===== src/hdl/amxd_pkg.sv =====
`timescale 1ns / 1ps
// ----------------------------------------------------------------------------
// Archive member XOR decrypt: shared definitions
// Field widths, register indexes and the step control bundle used by the
// top level and the cipher stage.
// ----------------------------------------------------------------------------
package amxd_pkg;

    // Field and key widths
    localparam int BYTE_W       = 8;
    localparam int KEY_WORD_W   = 32;
    localparam int KEY_WORDS    = 4;
    localparam int KEY_BYTES    = KEY_WORDS * KEY_WORD_W / BYTE_W;
    localparam int KEY_W        = KEY_WORDS * KEY_WORD_W;
    localparam int POS_W        = $clog2(KEY_BYTES);
    localparam int FB_DEPTH     = 4;
    localparam int SLOT_W       = $clog2(FB_DEPTH);
    localparam int CFG_INDEX_W  = 3;
    localparam int CFG_DATA_W   = KEY_WORD_W;

    // Configuration register indexes
    typedef enum logic [CFG_INDEX_W-1:0] {
        REG_CIPHER_MODE = 3'd0,
        REG_KEY_WORD0   = 3'd1,
        REG_KEY_WORD1   = 3'd2,
        REG_KEY_WORD2   = 3'd3,
        REG_KEY_WORD3   = 3'd4
    } t_cfg_index;

    // Cipher modes
    typedef enum logic {
        MODE_PLAIN_XOR = 1'b0,
        MODE_FEEDBACK  = 1'b1
    } t_cipher_mode;

    // Control for one decrypt step
    typedef struct packed {
        logic advance;    // an item moves into the result register
        logic first;      // the item opens a new member
    } t_step_ctl;

endpackage


===== src/hdl/archive_member_xor_decrypt_core.sv =====
`timescale 1ns / 1ps
// ----------------------------------------------------------------------------
// Archive member XOR decrypt core
// Decrypts an archive member one byte per item under a 16-byte key, with
// optional four-byte ciphertext feedback.
// ----------------------------------------------------------------------------
// The core takes one item per clock while the result side is not stalled, and
// returns one plain byte per item: an input register feeds the cipher stage,
// whose XOR and feedback update land in the result register. Both stages
// advance together whenever the result register is empty or being taken, so
// the sustained rate is one item per cycle. Set tuser[0] on the first byte of
// each member to restart the key position and reload the feedback store from
// key word 0. Write the mode and key only while no items are in flight.
// ----------------------------------------------------------------------------
module archive_member_xor_decrypt_core (
    input  logic                             i_clk,
    input  logic                             i_rst_n,
    // Configuration write port
    input  logic                             i_cfg_wr_en,
    input  logic [amxd_pkg::CFG_INDEX_W-1:0] i_cfg_index,
    input  logic [amxd_pkg::CFG_DATA_W-1:0]  i_cfg_wdata,
    // Input items
    input  logic                             i_s_axis_tvalid,
    output logic                             o_s_axis_tready,
    input  logic [7:0]                       i_s_axis_tdata,  // [7:0] cipher_byte
    input  logic [0:0]                       i_s_axis_tuser,  // [0] first_byte
    // Result items
    output logic                             o_m_axis_tvalid,
    input  logic                             i_m_axis_tready,
    output logic [7:0]                       o_m_axis_tdata   // [7:0] plain_byte
);
    import amxd_pkg::*;

    t_cipher_mode      r_mode;
    logic [KEY_W-1:0]  r_key;
    logic              r_in_valid;
    logic [BYTE_W-1:0] r_in_byte;
    logic              r_in_first;
    logic              r_out_valid;
    logic [BYTE_W-1:0] r_out_byte;
    logic              out_free;
    logic              s_accept;
    logic [BYTE_W-1:0] plain_byte;
    t_step_ctl         step_ctl;

    // Configuration registers.
    always_ff @(posedge i_clk) begin
        if (!i_rst_n) begin
            r_mode <= MODE_PLAIN_XOR;
            r_key  <= '0;
        end else if (i_cfg_wr_en) begin
            case (t_cfg_index'(i_cfg_index))
                REG_CIPHER_MODE: r_mode <= t_cipher_mode'(i_cfg_wdata[0]);
                REG_KEY_WORD0:   r_key[0*KEY_WORD_W +: KEY_WORD_W] <= i_cfg_wdata;
                REG_KEY_WORD1:   r_key[1*KEY_WORD_W +: KEY_WORD_W] <= i_cfg_wdata;
                REG_KEY_WORD2:   r_key[2*KEY_WORD_W +: KEY_WORD_W] <= i_cfg_wdata;
                REG_KEY_WORD3:   r_key[3*KEY_WORD_W +: KEY_WORD_W] <= i_cfg_wdata;
                default: ;
            endcase
        end
    end

    // Pipeline flow: the result register frees when empty or taken.
    assign out_free        = !r_out_valid || i_m_axis_tready;
    assign step_ctl.advance = r_in_valid && out_free;
    assign step_ctl.first   = r_in_first;
    assign o_s_axis_tready = !r_in_valid || out_free;
    assign s_accept        = i_s_axis_tvalid && o_s_axis_tready;

    // Input register.
    always_ff @(posedge i_clk) begin
        if (!i_rst_n) begin
            r_in_valid <= 1'b0;
        end else if (o_s_axis_tready) begin
            r_in_valid <= i_s_axis_tvalid;
        end
    end

    always_ff @(posedge i_clk) begin
        if (s_accept) begin
            r_in_byte  <= i_s_axis_tdata;
            r_in_first <= i_s_axis_tuser[0];
        end
    end

    amxd_cipher_stage u_cipher (
        .i_clk         (i_clk),
        .i_rst_n       (i_rst_n),
        .i_ctl         (step_ctl),
        .i_cipher_byte (r_in_byte),
        .i_mode        (r_mode),
        .i_key         (r_key),
        .o_plain_byte  (plain_byte)
    );

    // Result register.
    always_ff @(posedge i_clk) begin
        if (!i_rst_n) begin
            r_out_valid <= 1'b0;
        end else if (out_free) begin
            r_out_valid <= r_in_valid;
        end
    end

    always_ff @(posedge i_clk) begin
        if (step_ctl.advance) begin
            r_out_byte <= plain_byte;
        end
    end

    assign o_m_axis_tvalid = r_out_valid;
    assign o_m_axis_tdata  = r_out_byte;

    // Input is refused only when both stages hold an item.
    a_full_stall: assert property (@(posedge i_clk) disable iff (!i_rst_n)
        !o_s_axis_tready |-> (r_in_valid && r_out_valid))
        else $error("input refused with a free stage");

    // A stalled item in the input register keeps its contents.
    a_in_hold: assert property (@(posedge i_clk) disable iff (!i_rst_n)
        (r_in_valid && !out_free) |=> (r_in_valid && $stable(r_in_byte) && $stable(r_in_first)))
        else $error("stalled input item changed");

    // An advancing item always produces a result on the next cycle.
    a_advance_out: assert property (@(posedge i_clk) disable iff (!i_rst_n)
        step_ctl.advance |=> r_out_valid)
        else $error("advanced item lost");

endmodule


===== src/hdl/amxd_cipher_stage.sv =====
`timescale 1ns / 1ps
// ----------------------------------------------------------------------------
// Cipher stage
// Holds the byte position and the four-byte feedback store, and forms the
// plain byte of the item that is advancing into the result register.
// ----------------------------------------------------------------------------
module amxd_cipher_stage (
    input  logic                        i_clk,
    input  logic                        i_rst_n,
    input  amxd_pkg::t_step_ctl         i_ctl,
    input  logic [amxd_pkg::BYTE_W-1:0] i_cipher_byte,
    input  amxd_pkg::t_cipher_mode      i_mode,
    input  logic [amxd_pkg::KEY_W-1:0]  i_key,
    output logic [amxd_pkg::BYTE_W-1:0] o_plain_byte
);
    import amxd_pkg::*;

    logic [POS_W-1:0]  r_position;
    logic [POS_W-1:0]  n_position;
    logic [BYTE_W-1:0] r_feedback [FB_DEPTH];
    logic [BYTE_W-1:0] n_feedback [FB_DEPTH];
    logic [POS_W-1:0]  cur_pos;
    logic [SLOT_W-1:0] cur_slot;
    logic [BYTE_W-1:0] key_byte;
    logic [BYTE_W-1:0] fb_byte;

    // A first item starts at position zero with the store reloaded from key word 0.
    assign cur_pos  = i_ctl.first ? '0 : r_position;
    assign cur_slot = cur_pos[SLOT_W-1:0];
    assign key_byte = i_key[cur_pos*BYTE_W +: BYTE_W];
    assign fb_byte  = i_ctl.first ? i_key[cur_slot*BYTE_W +: BYTE_W] : r_feedback[cur_slot];

    // Plain byte: key XOR, plus feedback XOR in feedback mode.
    always_comb begin
        o_plain_byte = i_cipher_byte ^ key_byte;
        if (i_mode == MODE_FEEDBACK) begin
            o_plain_byte = o_plain_byte ^ fb_byte;
        end
    end

    // Next position and feedback store.
    always_comb begin
        n_position = r_position;
        for (int i = 0; i < FB_DEPTH; i++) begin
            n_feedback[i] = r_feedback[i];
        end
        if (i_ctl.advance) begin
            if (i_ctl.first) begin
                for (int i = 0; i < FB_DEPTH; i++) begin
                    n_feedback[i] = i_key[i*BYTE_W +: BYTE_W];
                end
            end
            n_feedback[cur_slot] = i_cipher_byte;
            n_position           = cur_pos + POS_W'(1);
        end
    end

    always_ff @(posedge i_clk) begin
        if (!i_rst_n) begin
            r_position <= '0;
            for (int i = 0; i < FB_DEPTH; i++) begin
                r_feedback[i] <= '0;
            end
        end else begin
            r_position <= n_position;
            for (int i = 0; i < FB_DEPTH; i++) begin
                r_feedback[i] <= n_feedback[i];
            end
        end
    end

    // A first item leaves the position at one.
    a_first_pos: assert property (@(posedge i_clk) disable iff (!i_rst_n)
        (i_ctl.advance && i_ctl.first) |=> (r_position == POS_W'(1)))
        else $error("position not restarted by first item");

    // Any other item moves the position on by one.
    a_step_pos: assert property (@(posedge i_clk) disable iff (!i_rst_n)
        (i_ctl.advance && !i_ctl.first) |=> (r_position == $past(r_position) + POS_W'(1)))
        else $error("position did not advance by one");

    // The ciphertext byte lands in the slot it was decrypted against.
    a_fb_write: assert property (@(posedge i_clk) disable iff (!i_rst_n)
        i_ctl.advance |=> (r_feedback[$past(cur_slot)] == $past(i_cipher_byte)))
        else $error("feedback slot not loaded with ciphertext");

    // Without a step the position holds.
    a_idle_pos: assert property (@(posedge i_clk) disable iff (!i_rst_n)
        !i_ctl.advance |=> $stable(r_position))
        else $error("position moved without an item");

endmodule


===== config.mk =====
export PLATFORM = sky130hd
export DESIGN_NAME = archive_member_xor_decrypt_core
export DESIGN_NICKNAME = d
export VERILOG_FILES = /design/src/hdl/amxd_pkg.sv /design/src/hdl/archive_member_xor_decrypt_core.sv /design/src/hdl/amxd_cipher_stage.sv
export SDC_FILE = /design/constraint.sdc
export NUM_CORES = 1
export LEC_CHECK = 0
export ABC_AREA = 1
export BUFFER_PORTS_ARGS = -buffer_cell sky130_fd_sc_hd__buf_2
export CAP_MARGIN = 20
export CORE_AREA = 4 4 181 183
export CTS_CLUSTER_SIZE = 30
export DETAILED_ROUTE_END_ITERATION = 8
export DIE_AREA = 0 0 185 187
export GPL_ROUTABILITY_DRIVEN = 0
export GPL_TIMING_DRIVEN = 0
export PLACE_DENSITY_LB_ADDON = 0.15
export SLEW_MARGIN = 40
export SYNTH_ARGS = -nofsm -noshare
export SYNTH_HDL_FRONTEND = slang
export SYNTH_HIERARCHICAL = 1
export SYNTH_SLANG_ARGS = --single-unit

===== constraint.sdc =====
create_clock -name i_clk -period 4.7 [get_ports i_clk]
set_input_delay 0.94 -clock i_clk [delete_from_list [all_inputs] [get_ports i_clk]]
set_output_delay 0.94 -clock i_clk [all_outputs]
set_load 0.02 [all_outputs]

Word-level counts from Yosys, hierarchy flattened
Memories as Yosys holds them, arrays and structs flattened.
Cells that the tools add are included.

operators by class
  $add $sub $neg = 1
  magnitude comparators = 2
  equal/unequal tests = 4
  shifts and indexed selects = 2
  multiplexer cells = 15
  bitwise operators = 7
  reduce and logical (&&, ||, !) cells = 13

operators with widths
  operator                                                               number
  128-bit by 6-bit variable part select with 8-bit output                1
  128-bit by 8-bit variable part select with 8-bit output                1
  32-bit two-way mux                                                     3
  8-bit two-way mux                                                      7
  32-bit bitwise mux                                                     1
  8-bit demux with 2-bit select                                          1
  8-bit XOR                                                              2
  2-bit AND reduction                                                    5
  3-bit by 2-bit equality test with 1-bit output, second input constant  2
  4-bit by 1-bit adder with 4-bit output, second input constant          1
  4-bit two-way mux                                                      1
  1-bit OR                                                               4
  3-bit by 1-bit equality test with 1-bit output, second input constant  1
  3-bit equality test, second input constant                             1
  3-bit >= comparator, second input constant                             1
  1-bit logical AND                                                      3
  3-bit logical NOT                                                      1
  3-bit by 1-bit < comparator with 1-bit output, second input constant   1
  2-bit inverter with 3-bit output                                       1
  1-bit logical NOT                                                      2
  1-bit logical OR                                                       2
  1-bit two-way mux                                                      2

storage, ports and cells
  register bits after elaboration = 152
  memory bits (writable) = 32
  bits of input ports = 49
  output and inout bits = 10
  logic and storage cells = 56
  memories kept = 1

memory list
  memory               depth  bits a word  rd ports  clocked after memory_dff  write ports  RTL line                 source
  u_cipher.r_feedback  4      8            5         0                         4            amxd_cipher_stage.sv:20  logic [BYTE_W-1:0] r_feedback [FB_DEPTH];

Longest topological paths before layout
Gate-level depths: netlist of the first run.

  depth in word-level cells = 9
  gate-level depth with buffers = 14
  depth with buffers taken out = 12

Hierarchy
The synthesis of the first run kept the hierarchy.

modules (own cells, without submodules)
  module                           instances  cells an instance  area an instance (µm²)
  archive_member_xor_decrypt_core  1          777                5750.5
  amxd_cipher_stage                1          637                3517.1

Least setup slack after synthesis of the first run
OpenSTA, ideal clock, no wires.

  path kind = in2reg
  start = input i_m_axis_tready
  end = memory u_cipher.r_feedback[0][2]
  library setup time = 0.070 ns
  arrival time = 2.590 ns
  required time = 4.630 ns
  slack = 2.040 ns
  cell stages on the path = 7
  buffers on the path = 1
  cells stage by stage = inv_1 > a21oi_1 > inv_1 > a21oi_1 > buf_2 > o21ai_0 > a21oi_1

RTL lines
  what                RTL line                               source
  start: declaration  archive_member_xor_decrypt_core.sv:29  input logic i_m_axis_tready,
  end: declaration    amxd_cipher_stage.sv:20

==> run_results.csv, run 1 <==
group,metric,value,unit
worst_setup_path,crit_path_top_delay_cell,"edfxtp_1",
routing,ant_nets,0,
routing,wl_per_cell,18.8,microns
global_routing,grt_pass1_wl,53500,microns
worst_setup_path,arrival,3360,ps
logic_synthesis,syn_inst,1414,
worst_setup_path,end_kind,"flop",
sta,slew_headroom,42.7,%
worst_setup_path,cp_data_required_time,5070,ps
power_and_ir_drop,leakagePower,4.54,nW
sta,finalSetupViolations,0,
sta,worstMarginPinSlew,856,ps
power_and_ir_drop,power.share.clock,40.0,%
floorplanning,start_util,29.7,%
cts,path_clk_slew,70,ps
finish,multi_input_area,4590,sq um
worst_setup_path,critPathMaxStageDelay,360,ps
sta,final.setup_skew,9.07,ps
worst_setup_path,reg2reg_to,"u_cipher/r_feedback[3][2]$_SDFFE_PN0P_",
worst_setup_path,r2r_cells,12,
power_and_ir_drop,ir_worst_vdd,0.264,mV
floorplanning,fp-row-count,65,
routing,wirelength,35800,microns
worst_setup_path,critical_path.cell_chain,"buf_4 > inv_2 > nand2_2 > inv_2 > buf_2 > ha_1 > clkbuf_2 > inv_1 > a21oi_2 > buf_2 > o21ai_0 > a21oi_1",
sta,hold_viol,0,
cts,cts_buffer_depth,2,
finish,final_nets,1545,
sta,rsz0062_at_grt,"no",
logic_synthesis,yosysWarnings,6,
hold_path,whs_endpoint,"u_cipher/r_feedback[2][2]$_SDFFE_PN0P_",
hold_path,hold_depth,2,
sta,fin_crit_sh,63.6,%
worst_setup_path,r2r-start,"r_in_first$_DFFE_PP_",
cts,ctsHoldBuffers,0,
routing,viasPerCell,4.94,
hold_path,hp-start,"u_cipher/r_feedback[2][2]$_SDFFE_PN0P_",
sta,tns,0,ps
logic_synthesis,synth_nets,1467,
global_routing,grt_max_degree,17,
logic_synthesis,seq_area_frac_synth,41.6,%
placement,dp_hpwl,27600,microns
sta,fmaxAchievable,335,MHz
worst_setup_path,cp-start-kind,"flop",
global_routing,gr-usage-all-layers,20.4,%
global_routing,antenna_found_initial,0,
cts,cts_resized,0,
logic_synthesis,syn_avg_cell_area,6.55,sq um
sta,maxSlewViolCount,0,
floorplanning,dieWidth,185,microns
logic_synthesis,synth_edf_count,17,
routing,drt-pass1-iter-count,5,
global_routing,grt-ovfl-total,0,
logic_synthesis,ys.flop_type,"dfxtp_1",
cts,cts_tree,"done",
finish,syn_to_final_growth,15.1,%
cts,clockRootBuffer,"clkbuf_16",
power_and_ir_drop,p_switching,1.06,mW
cts,cts_buffers,17,
hold_path,hp-class,"flop to flop",
floorplanning,coreArea,31200,sq um
power_and_ir_drop,switching_share,29.2,%
floorplanning,die-area,34600,sq um
floorplanning,pin_count,59,
floorplanning,die_h,187,microns
worst_setup_path,crit_fanout,11,
sta,fin_crit,2990,ps
run_status,status,"finished, final reports clean",
worst_setup_path,worst-setup-path-type,"flop to flop",
worst_setup_path,r2r_slack,1710,ps
cts,cts_setup_buffers,0,
logic_synthesis,async_reset_ff_share,0,%
run,max_cap_violations,0,
placement,port-buffer-count,58,
finish,seqCellArea,3850,sq um
power_and_ir_drop,p_per_area,341,nW/um^2
cts,clock_latency,450,ps
finish,final.fill_count,3551,
finish,drive_gt1_share,11.4,%
cts,cts_sinks,184,
logic_synthesis,ys_types,29,
logic_synthesis,syn_area,9270,sq um
power_and_ir_drop,combPwrFrac,13.4,%
cts,htree_levels,4,
sta,hold_ws,467,ps
logic_synthesis,synth-seq-cells,184,
power_and_ir_drop,p_int,2.58,mW
global_routing,grt_pass1_vias,8889,
routing,drc_errors,0,
finish,n_antenna_cell,0,
power_and_ir_drop,seq_power_share,46.6,%
routing,vias,9426,
routing,first_iter_violations,729,
## kinds of logic (layout without fill, tap and decap cells)
logic type	Yosys count	count (layout)	share of synthesized area, %
flops	184	184	41.6
compound gates	102	102	6.76
simple gates	932	932	42.1
fa+ha+maj	4	4	0.540
buf+inv	192	283	9.06
## registers in the layout, indices dropped and copies added, names as in the netlist
name,cells
u_cipher/r_position,4
o_m_axis_tdata,8
r_key,128
r_in_valid,1
o_m_axis_tvalid,1
r_in_first,1
r_in_byte,8
r_mode,1
u_cipher/r_feedback,32
## synth_stat cells, drive strengths merged, types with 3 or more instances
library cell    n  area [sq um]
o21ai          28           140
buf            80           418
nand2         360          1350
a221oi         13           114
nor2          282          1090
nand4           5          31.3
o22ai           3          18.8
nand3         283          1420
dfxtp         167          3340
a31oi          10          62.6
a21oi          29           149
ha              4          50.1
edfxtp         17           510
clkbuf         14          53.8
o211ai          7          52.6
a211oi         11          82.6
inv            97           364
## layer usage
layer / up-vias / wire length (microns) / global-route usage (%) / part of all wire (%)
met1: 4384 / 16000 / 27.0 / 45
met5: - / 0 / 0 / 0
met2: 256 / 16800 / 33.3 / 47
met3: 62 / 2030 / 4.18 / 5.7
li1: 4724 / - / - / -
met4: 0 / 1030 / 6.83 / 2.9
## layout by cell type (no fill, tap or decap), drive strengths merged
master	synthesis	routed
nor2	282	282
clkinv	1	10
bufinv	0	1
o21a	1	1
nor3	2	2
o21ai	28	28
inv	97	99
ha	4	4
clkinvlp	0	1
clkbuf	14	33
a21oi	29	29
edfxtp	17	17
nand3	283	283
dfxtp	167	167
a221oi	13	13
o22ai	3	3
nand4	5	5
nand2	360	360
o211ai	7	7
a211oi	11	11
buf	80	139
a31oi	10	10
## cell type report
class	instances	area share, %
well taps	402	4.71
inverters	98	3.45
multi-input cells	1038	43.0
clock buffers	19	4.35
clock inverters	13	1.11
repair buffers	59	2.86
flip-flops and latches	184	36.1
plain buffers	94	4.42
## through the flow
| step | utilization [%] | total power, mW | instances | cell area, sq um | worst slack [ps] |
|---|---|---|---|---|---|
| 5_1_grt | 34.2 | 3.80 | 1907 | 10700 | 1500 |
| 2_1_floorplan | - | 2.03 | 1414 | 9270 | 2040 |
| 4_1_cts | 34.2 | 3.67 | 1907 | 10700 | 1800 |
| 6_report | 34.2 | 3.64 | 1907 | 10700 | 1710 |
| 3_3_place_gp | 32.2 | 2.21 | 1874 | 10100 | 734 |
| 3_5_place_dp | 32.3 | 2.22 | 1875 | 10100 | 1840 |
## power by group through the flow
stage                     Clock (mW)  Combinational, mW  Sequential, mW
after floorplan                    0              0.308            1.72
after global placement             0              0.479            1.73
after detailed placement           0              0.485            1.73
after CTS                       1.49              0.486            1.70
after global routing            1.55              0.543            1.70
final                           1.46              0.489            1.70
## worst max-delay path by stage
stage,start,endpoint,slack (ps),cells past startpoint
floorplan,i_m_axis_tready,u_cipher/r_feedback[0][2]$_SDFFE_PN0P_,2040,7
global placement,i_m_axis_tready,u_cipher/r_feedback[0][2]$_SDFFE_PN0P_,730,8
detailed placement,r_in_first$_DFFE_PP_,u_cipher/r_feedback[3][3]$_SDFFE_PN0P_,1840,12
CTS,r_in_first$_DFFE_PP_,u_cipher/r_feedback[3][3]$_SDFFE_PN0P_,1800,12
global route,r_in_first$_DFFE_PP_,u_cipher/r_feedback[3][2]$_SDFFE_PN0P_,1500,12
finish,r_in_first$_DFFE_PP_,u_cipher/r_feedback[3][2]$_SDFFE_PN0P_,1710,12
## worst max-delay path: cells and delay by family, from the launching register on
kind | cells | cell delay, ps
AO/OA/AOI/OAI | 3 | 610
flip-flops | 1 | 360
buffers and inverters | 7 | 1550
AND/OR/NAND/NOR | 1 | 190
adder cells (fa/ha/maj) | 1 | 210
(Power assumes the default switching activity.)
==> run 2: changes to the inputs <==
==> constraint.sdc (replaced) <==
create_clock -name i_clk -period 3.1 [get_ports i_clk]
set_input_delay 0.62 -clock i_clk [delete_from_list [all_inputs] [get_ports i_clk]]
set_output_delay 0.62 -clock i_clk [all_outputs]
set_load 0.02 [all_outputs]
==> run_results.csv, run 2 (same netlist as run 1, synthesis figures left out) <==
group,metric,value,unit
floorplanning,die-area,34600,sq um
power_and_ir_drop,combPwrFrac,13.4,%
worst_setup_path,end_kind,"flop",
sta,worstMarginPinSlew,839,ps
routing,first_iter_violations,684,
sta,maxSlewViolCount,0,
worst_setup_path,cp_num_buf_inv,7,
routing,wl_per_cell,18.7,microns
global_routing,grt-ovfl-total,0,
routing,vias,9409,
sta,final.setup_skew,10.3,ps
sta,rsz0062_at_grt,"no",
power_and_ir_drop,leakagePower,4.54,nW
finish,mostFrequentLayoutCell,"nand2_1",
placement,port-buffer-count,58,
sta,finalSetupViolations,0,
finish,syn_to_final_growth,15.2,%
routing,ant_nets,0,
cts,htree_levels,4,
finish,n_antenna_cell,0,
global_routing,grt_max_degree,17,
power_and_ir_drop,p_switching,1.61,mW
placement,dp_slack,240,ps
worst_setup_path,arrival,3200,ps
global_routing,grt_pass1_vias,8889,
cts,cts_sinks,184,
placement,dpl-instance-area,10100,sq um
floorplanning,fp-row-count,65,
finish,final_area,10700,sq um
finish,largestRegisters,"r_key (128), u_cipher/r_feedback (32)",
cts,cts_buffers,17,
finish,layout_common_cells,"nand2_1 (359), nand3_1 (283), nor2_1 (273)",
worst_setup_path,worst-setup-path-type,"flop to flop",
finish,largest_reg_flops,128,
cts,ctsHoldBuffers,0,
power_and_ir_drop,switching_share,29.1,%
sta,fin_crit_sh,91.3,%
global_routing,gr-usage-all-layers,20.4,%
floorplanning,die_h,187,microns
cts,clock_latency,450,ps
worst_setup_path,crit_path_top_delay_cell,"edfxtp_1",
cts,cts_buffer_depth,2,
floorplanning,coreArea,31200,sq um
global_routing,grt_pass1_wl,53500,microns
floorplanning,dieWidth,185,microns
hold_path,hp-class,"input port to flop",
power_and_ir_drop,p_int,3.91,mW
finish,stdcell_count,1907,
power_and_ir_drop,power,5.52,mW
global_routing,antenna_found_initial,0,
floorplanning,pin_count,59,
finish,final_nets,1545,
run,max_cap_violations,0,
worst_setup_path,crit_fanout,11,
worst_setup_path,cp_common_cell,"inv_2",
run_status,status,"finished, final reports clean",
power_and_ir_drop,seq_power_share,46.6,%
sta,fmaxAchievable,353,MHz
cts,clockRootBuffer,"clkbuf_16",
power_and_ir_drop,p_per_area,517,nW/um^2
sta,fin_crit,2830,ps
sta,setup_ws,271,ps
routing,viasPerCell,4.93,
finish,drive_gt1_share,11.4,%
sta,hold_viol,0,
power_and_ir_drop,power.share.clock,39.9,%
placement,dp_hpwl,27600,microns
finish,regMostFlops,"r_key",
cts,cts_tree,"done",
finish,utilization,34.2,%
routing,wirelength,35700,microns
worst_setup_path,cp_data_required_time,3470,ps
sta,slew_headroom,43.9,%
routing,drt-pass1-iter-count,5,
floorplanning,start_util,29.7,%
routing,drc_errors,0,
placement,dpl.cell_count,1875,
worst_setup_path,critPathMaxStageDelay,360,ps
power_and_ir_drop,ir_worst_vdd,0.399,mV
worst_setup_path,crit_family,"buffers and inverters",
cts,path_clk_slew,70,ps
worst_setup_path,cp-start-kind,"flop",
worst_setup_path,critical_path.cell_chain,"buf_4 > inv_2 > nand2_2 > inv_2 > clkbuf_4 > ha_1 > clkbuf_2 > inv_1 > a21oi_4 > buf_2 > o21ai_0 > a21oi_1",
[run 2: cell count changes in the layout (fill, tap and decap cells not counted)]
cell / change
a21oi_2: -1
a21oi_4: +1
buf_2: -1
clkbuf_4: +1
[run 2: power by group through the flow]
stage,logic (mW),clock network (mW),registers [mW]
3_5_place_dp,0.735,0,2.63
4_1_cts,0.737,2.25,2.58
2_1_floorplan,0.468,0,2.61
3_3_place_gp,0.726,0,2.63
5_1_grt,0.825,2.35,2.58
6_report,0.742,2.20,2.58
[run 2: worst paths after layout]
| kind | from | end | slack (ps) | cells past startpoint |
|---|---|---|---|---|
| setup / recovery | r_in_first$_DFFE_PP_ | u_cipher/r_feedback[3][2]$_SDFFE_PN0P_ | 270 | 12 |
| hold / removal | i_s_axis_tdata[3] | r_in_byte[3]$_DFFE_PP_ | 350 | 1 |
| setup reg to reg | r_in_first$_DFFE_PP_ | u_cipher/r_feedback[3][2]$_SDFFE_PN0P_ | 270 | 12 |
| hold reg to reg | u_cipher/r_feedback[2][2]$_SDFFE_PN0P_ | u_cipher/r_feedback[2][2]$_SDFFE_PN0P_ | 470 | 2 |
[run 2: final cells by class]
cell class,instances,area (sq um)
plain buffers,94,474
clock buffers,19,464
clock inverters,13,119
fillers,3550,20500
inverters,98,368
multi-input cells,1038,4590
flip-flops and latches,184,3850
well taps,402,503
repair buffers,59,305
[run 2: stage by stage]
stage,hold WS (ps),TNS [ps]
after global placement,452,-9780
after CTS,336,0
final,350,0
after detailed placement,452,0
after floorplan,434,0
after global routing,333,0
[run 2: repair_timing]
| action | CTS | global route |
|---|---|---|
| gates resized for setup | 0 | 2 |
| endpoints found under the setup margin | 0 | 2 |
| setup buffers | 0 | 0 |
| hold endpoints to repair | 0 | 0 |
[run 2: per-layer routing]
layer | share of wire, % | global-route usage, % | vias up | wire length [microns]
li1 | - | - | 4725 | -
met1 | 45 | 27.0 | 4371 | 16000
met2 | 47 | 33.3 | 255 | 16700
met3 | 5.6 | 4.18 | 58 | 2010
met4 | 2.8 | 6.83 | 0 | 1010
met5 | 0 | 0 | - | 0
==> run 3: changes to the inputs <==
--- a/config.mk
+++ b/config.mk
@@ -6,7 +6,7 @@
 export NUM_CORES = 1
 export LEC_CHECK = 0
 export ABC_AREA = 1
-export BUFFER_PORTS_ARGS = -buffer_cell sky130_fd_sc_hd__buf_2
+export BUFFER_PORTS_ARGS = -buffer_cell sky130_fd_sc_hd__buf_4
 export CAP_MARGIN = 20
 export CORE_AREA = 4 4 181 183
 export CTS_CLUSTER_SIZE = 30
==> run_results.csv, run 3 (same netlist as run 1, synthesis figures left out) <==
group,metric,value,unit
cts,cts_buffers,17,
worst_setup_path,r2r-start,"r_in_first$_DFFE_PP_",
floorplanning,dieWidth,185,microns
power_and_ir_drop,ir_worst_vdd,0.383,mV
cts,htree_levels,4,
cts,cts_tree,"done",
worst_setup_path,r2r_cells,12,
finish,syn_to_final_growth,16.4,%
sta,tns,0,ps
finish,final_nets,1545,
cts,ctsHoldBuffers,0,
routing,vias,9448,
sta,final.setup_skew,7.41,ps
placement,port-buffer-count,58,
finish,layout_common_cells,"nand2_1 (359), nand3_1 (283), nor2_1 (273)",
floorplanning,pin_count,59,
worst_setup_path,end_kind,"flop",
power_and_ir_drop,leakagePower,4.58,nW
run,max_cap_violations,0,
finish,largest_reg_flops,128,
power_and_ir_drop,power,5.47,mW
sta,fmaxAchievable,345,MHz
floorplanning,die-area,34600,sq um
worst_setup_path,crit_fanout,11,
placement,dpl.cell_count,1875,
sta,fin_crit,2890,ps
worst_setup_path,worst-setup-path-type,"flop to flop",
sta,maxSlewViolCount,0,
sta,slew_headroom,47.5,%
routing,first_iter_violations,779,
routing,wirelength,35700,microns
floorplanning,fp-row-count,65,
routing,drt-pass1-iter-count,5,
routing,ant_nets,0,
worst_setup_path,cp-start-kind,"flop",
cts,cts_sinks,184,
cts,path_clk_slew,70,ps
floorplanning,coreArea,31200,sq um
power_and_ir_drop,p_per_area,507,nW/um^2
finish,mostFrequentLayoutCell,"nand2_1",
worst_setup_path,arrival,3260,ps
sta,hold_viol,0,
run_status,status,"finished, final reports clean",
global_routing,grt-ovfl-total,0,
sta,worstMarginPinSlew,784,ps
finish,n_antenna_cell,0,
sta,fin_crit_sh,93.4,%
sta,hold_ws,356,ps
finish,final_area,10800,sq um
routing,wl_per_cell,18.7,microns
cts,clockRootBuffer,"clkbuf_16",
global_routing,grt_max_degree,17,
cts,clock_latency,440,ps
routing,viasPerCell,4.95,
cts,cts_setup_buffers,0,
sta,finalSetupViolations,0,
sta,setup_ws,206,ps
finish,stdcell_count,1907,
placement,dp_hpwl,27500,microns
global_routing,grt_pass1_vias,8922,
routing,drc_errors,0,
worst_setup_path,cp_data_required_time,3470,ps
hold_path,hp-class,"input port to flop",
placement,dpl-instance-area,10200,sq um
global_routing,grt_pass1_wl,53200,microns
sta,rsz0062_at_grt,"no",
placement,dp_slack,248,ps
floorplanning,die_h,187,microns
global_routing,antenna_found_initial,0,
hold_path,hp-start,"i_s_axis_tdata[4]",
worst_setup_path,crit_path_start,"r_in_first$_DFFE_PP_",
finish,drive_gt1_share,11.3,%
cts,cts_buffer_depth,2,
floorplanning,start_util,29.7,%
finish,regMostFlops,"r_key",
finish,utilization,34.6,%
hold_path,hold_depth,1,
global_routing,gr-usage-all-layers,20.3,%
finish,largestRegisters,"r_key (128), u_cipher/r_feedback (32)",
==> run 3: power by group <==
part	switching [mW]	internal [mW]
sequential	0.0701	2.50
combinational	0.519	0.246
clock	1.02	1.11
total	1.61	3.86
==> run 3: what timing repair did <==
item / CTS / global route
endpoints found under the setup margin: 0 / 2
endpoints found under the hold margin: 0 / 0
gates resized for setup: 0 / 1
==> run 3: worst max-delay path: stages (launching register included) <==
cell,delay (ps)
edfxtp_1,370
buf_4,180
inv_2,140
nand2_2,180
inv_2,190
buf_2,310
ha_1,200
clkbuf_2,220
inv_1,190
a21oi_4,300
buf_2,270
o21ai_0,110
a21oi_1,140
==> run 3: final timing paths <==
kind / endpoint / slack [ps]
max reg2reg: u_cipher/r_feedback[3][2]$_SDFFE_PN0P_ / 210
min: r_in_byte[4]$_DFFE_PP_ / 360
max: u_cipher/r_feedback[3][2]$_SDFFE_PN0P_ / 210
min reg2reg: u_cipher/r_feedback[2][5]$_SDFFE_PN0P_ / 460
==> run 3: metal layers <==
metal  up-vias  GRT usage (%)  share of wire (%)
li1       4731              -                  -
met1      4365           27.4                 46
met2       292           33.5                 46
met3        60           2.82                4.8
met4         0           6.13                2.8
met5         -              0                  0
==> run 3: cell type report <==
class | count | area, sq um
Timing Repair Buffer | 59 | 450
Fill cell | 3533 | 20400
Clock buffer | 18 | 429
Inverter | 98 | 368
Multi-Input combinational cell | 1038 | 4590
Tap cell | 402 | 503
Clock inverter | 14 | 123
Buffer | 94 | 472
Sequential cell | 184 | 3850
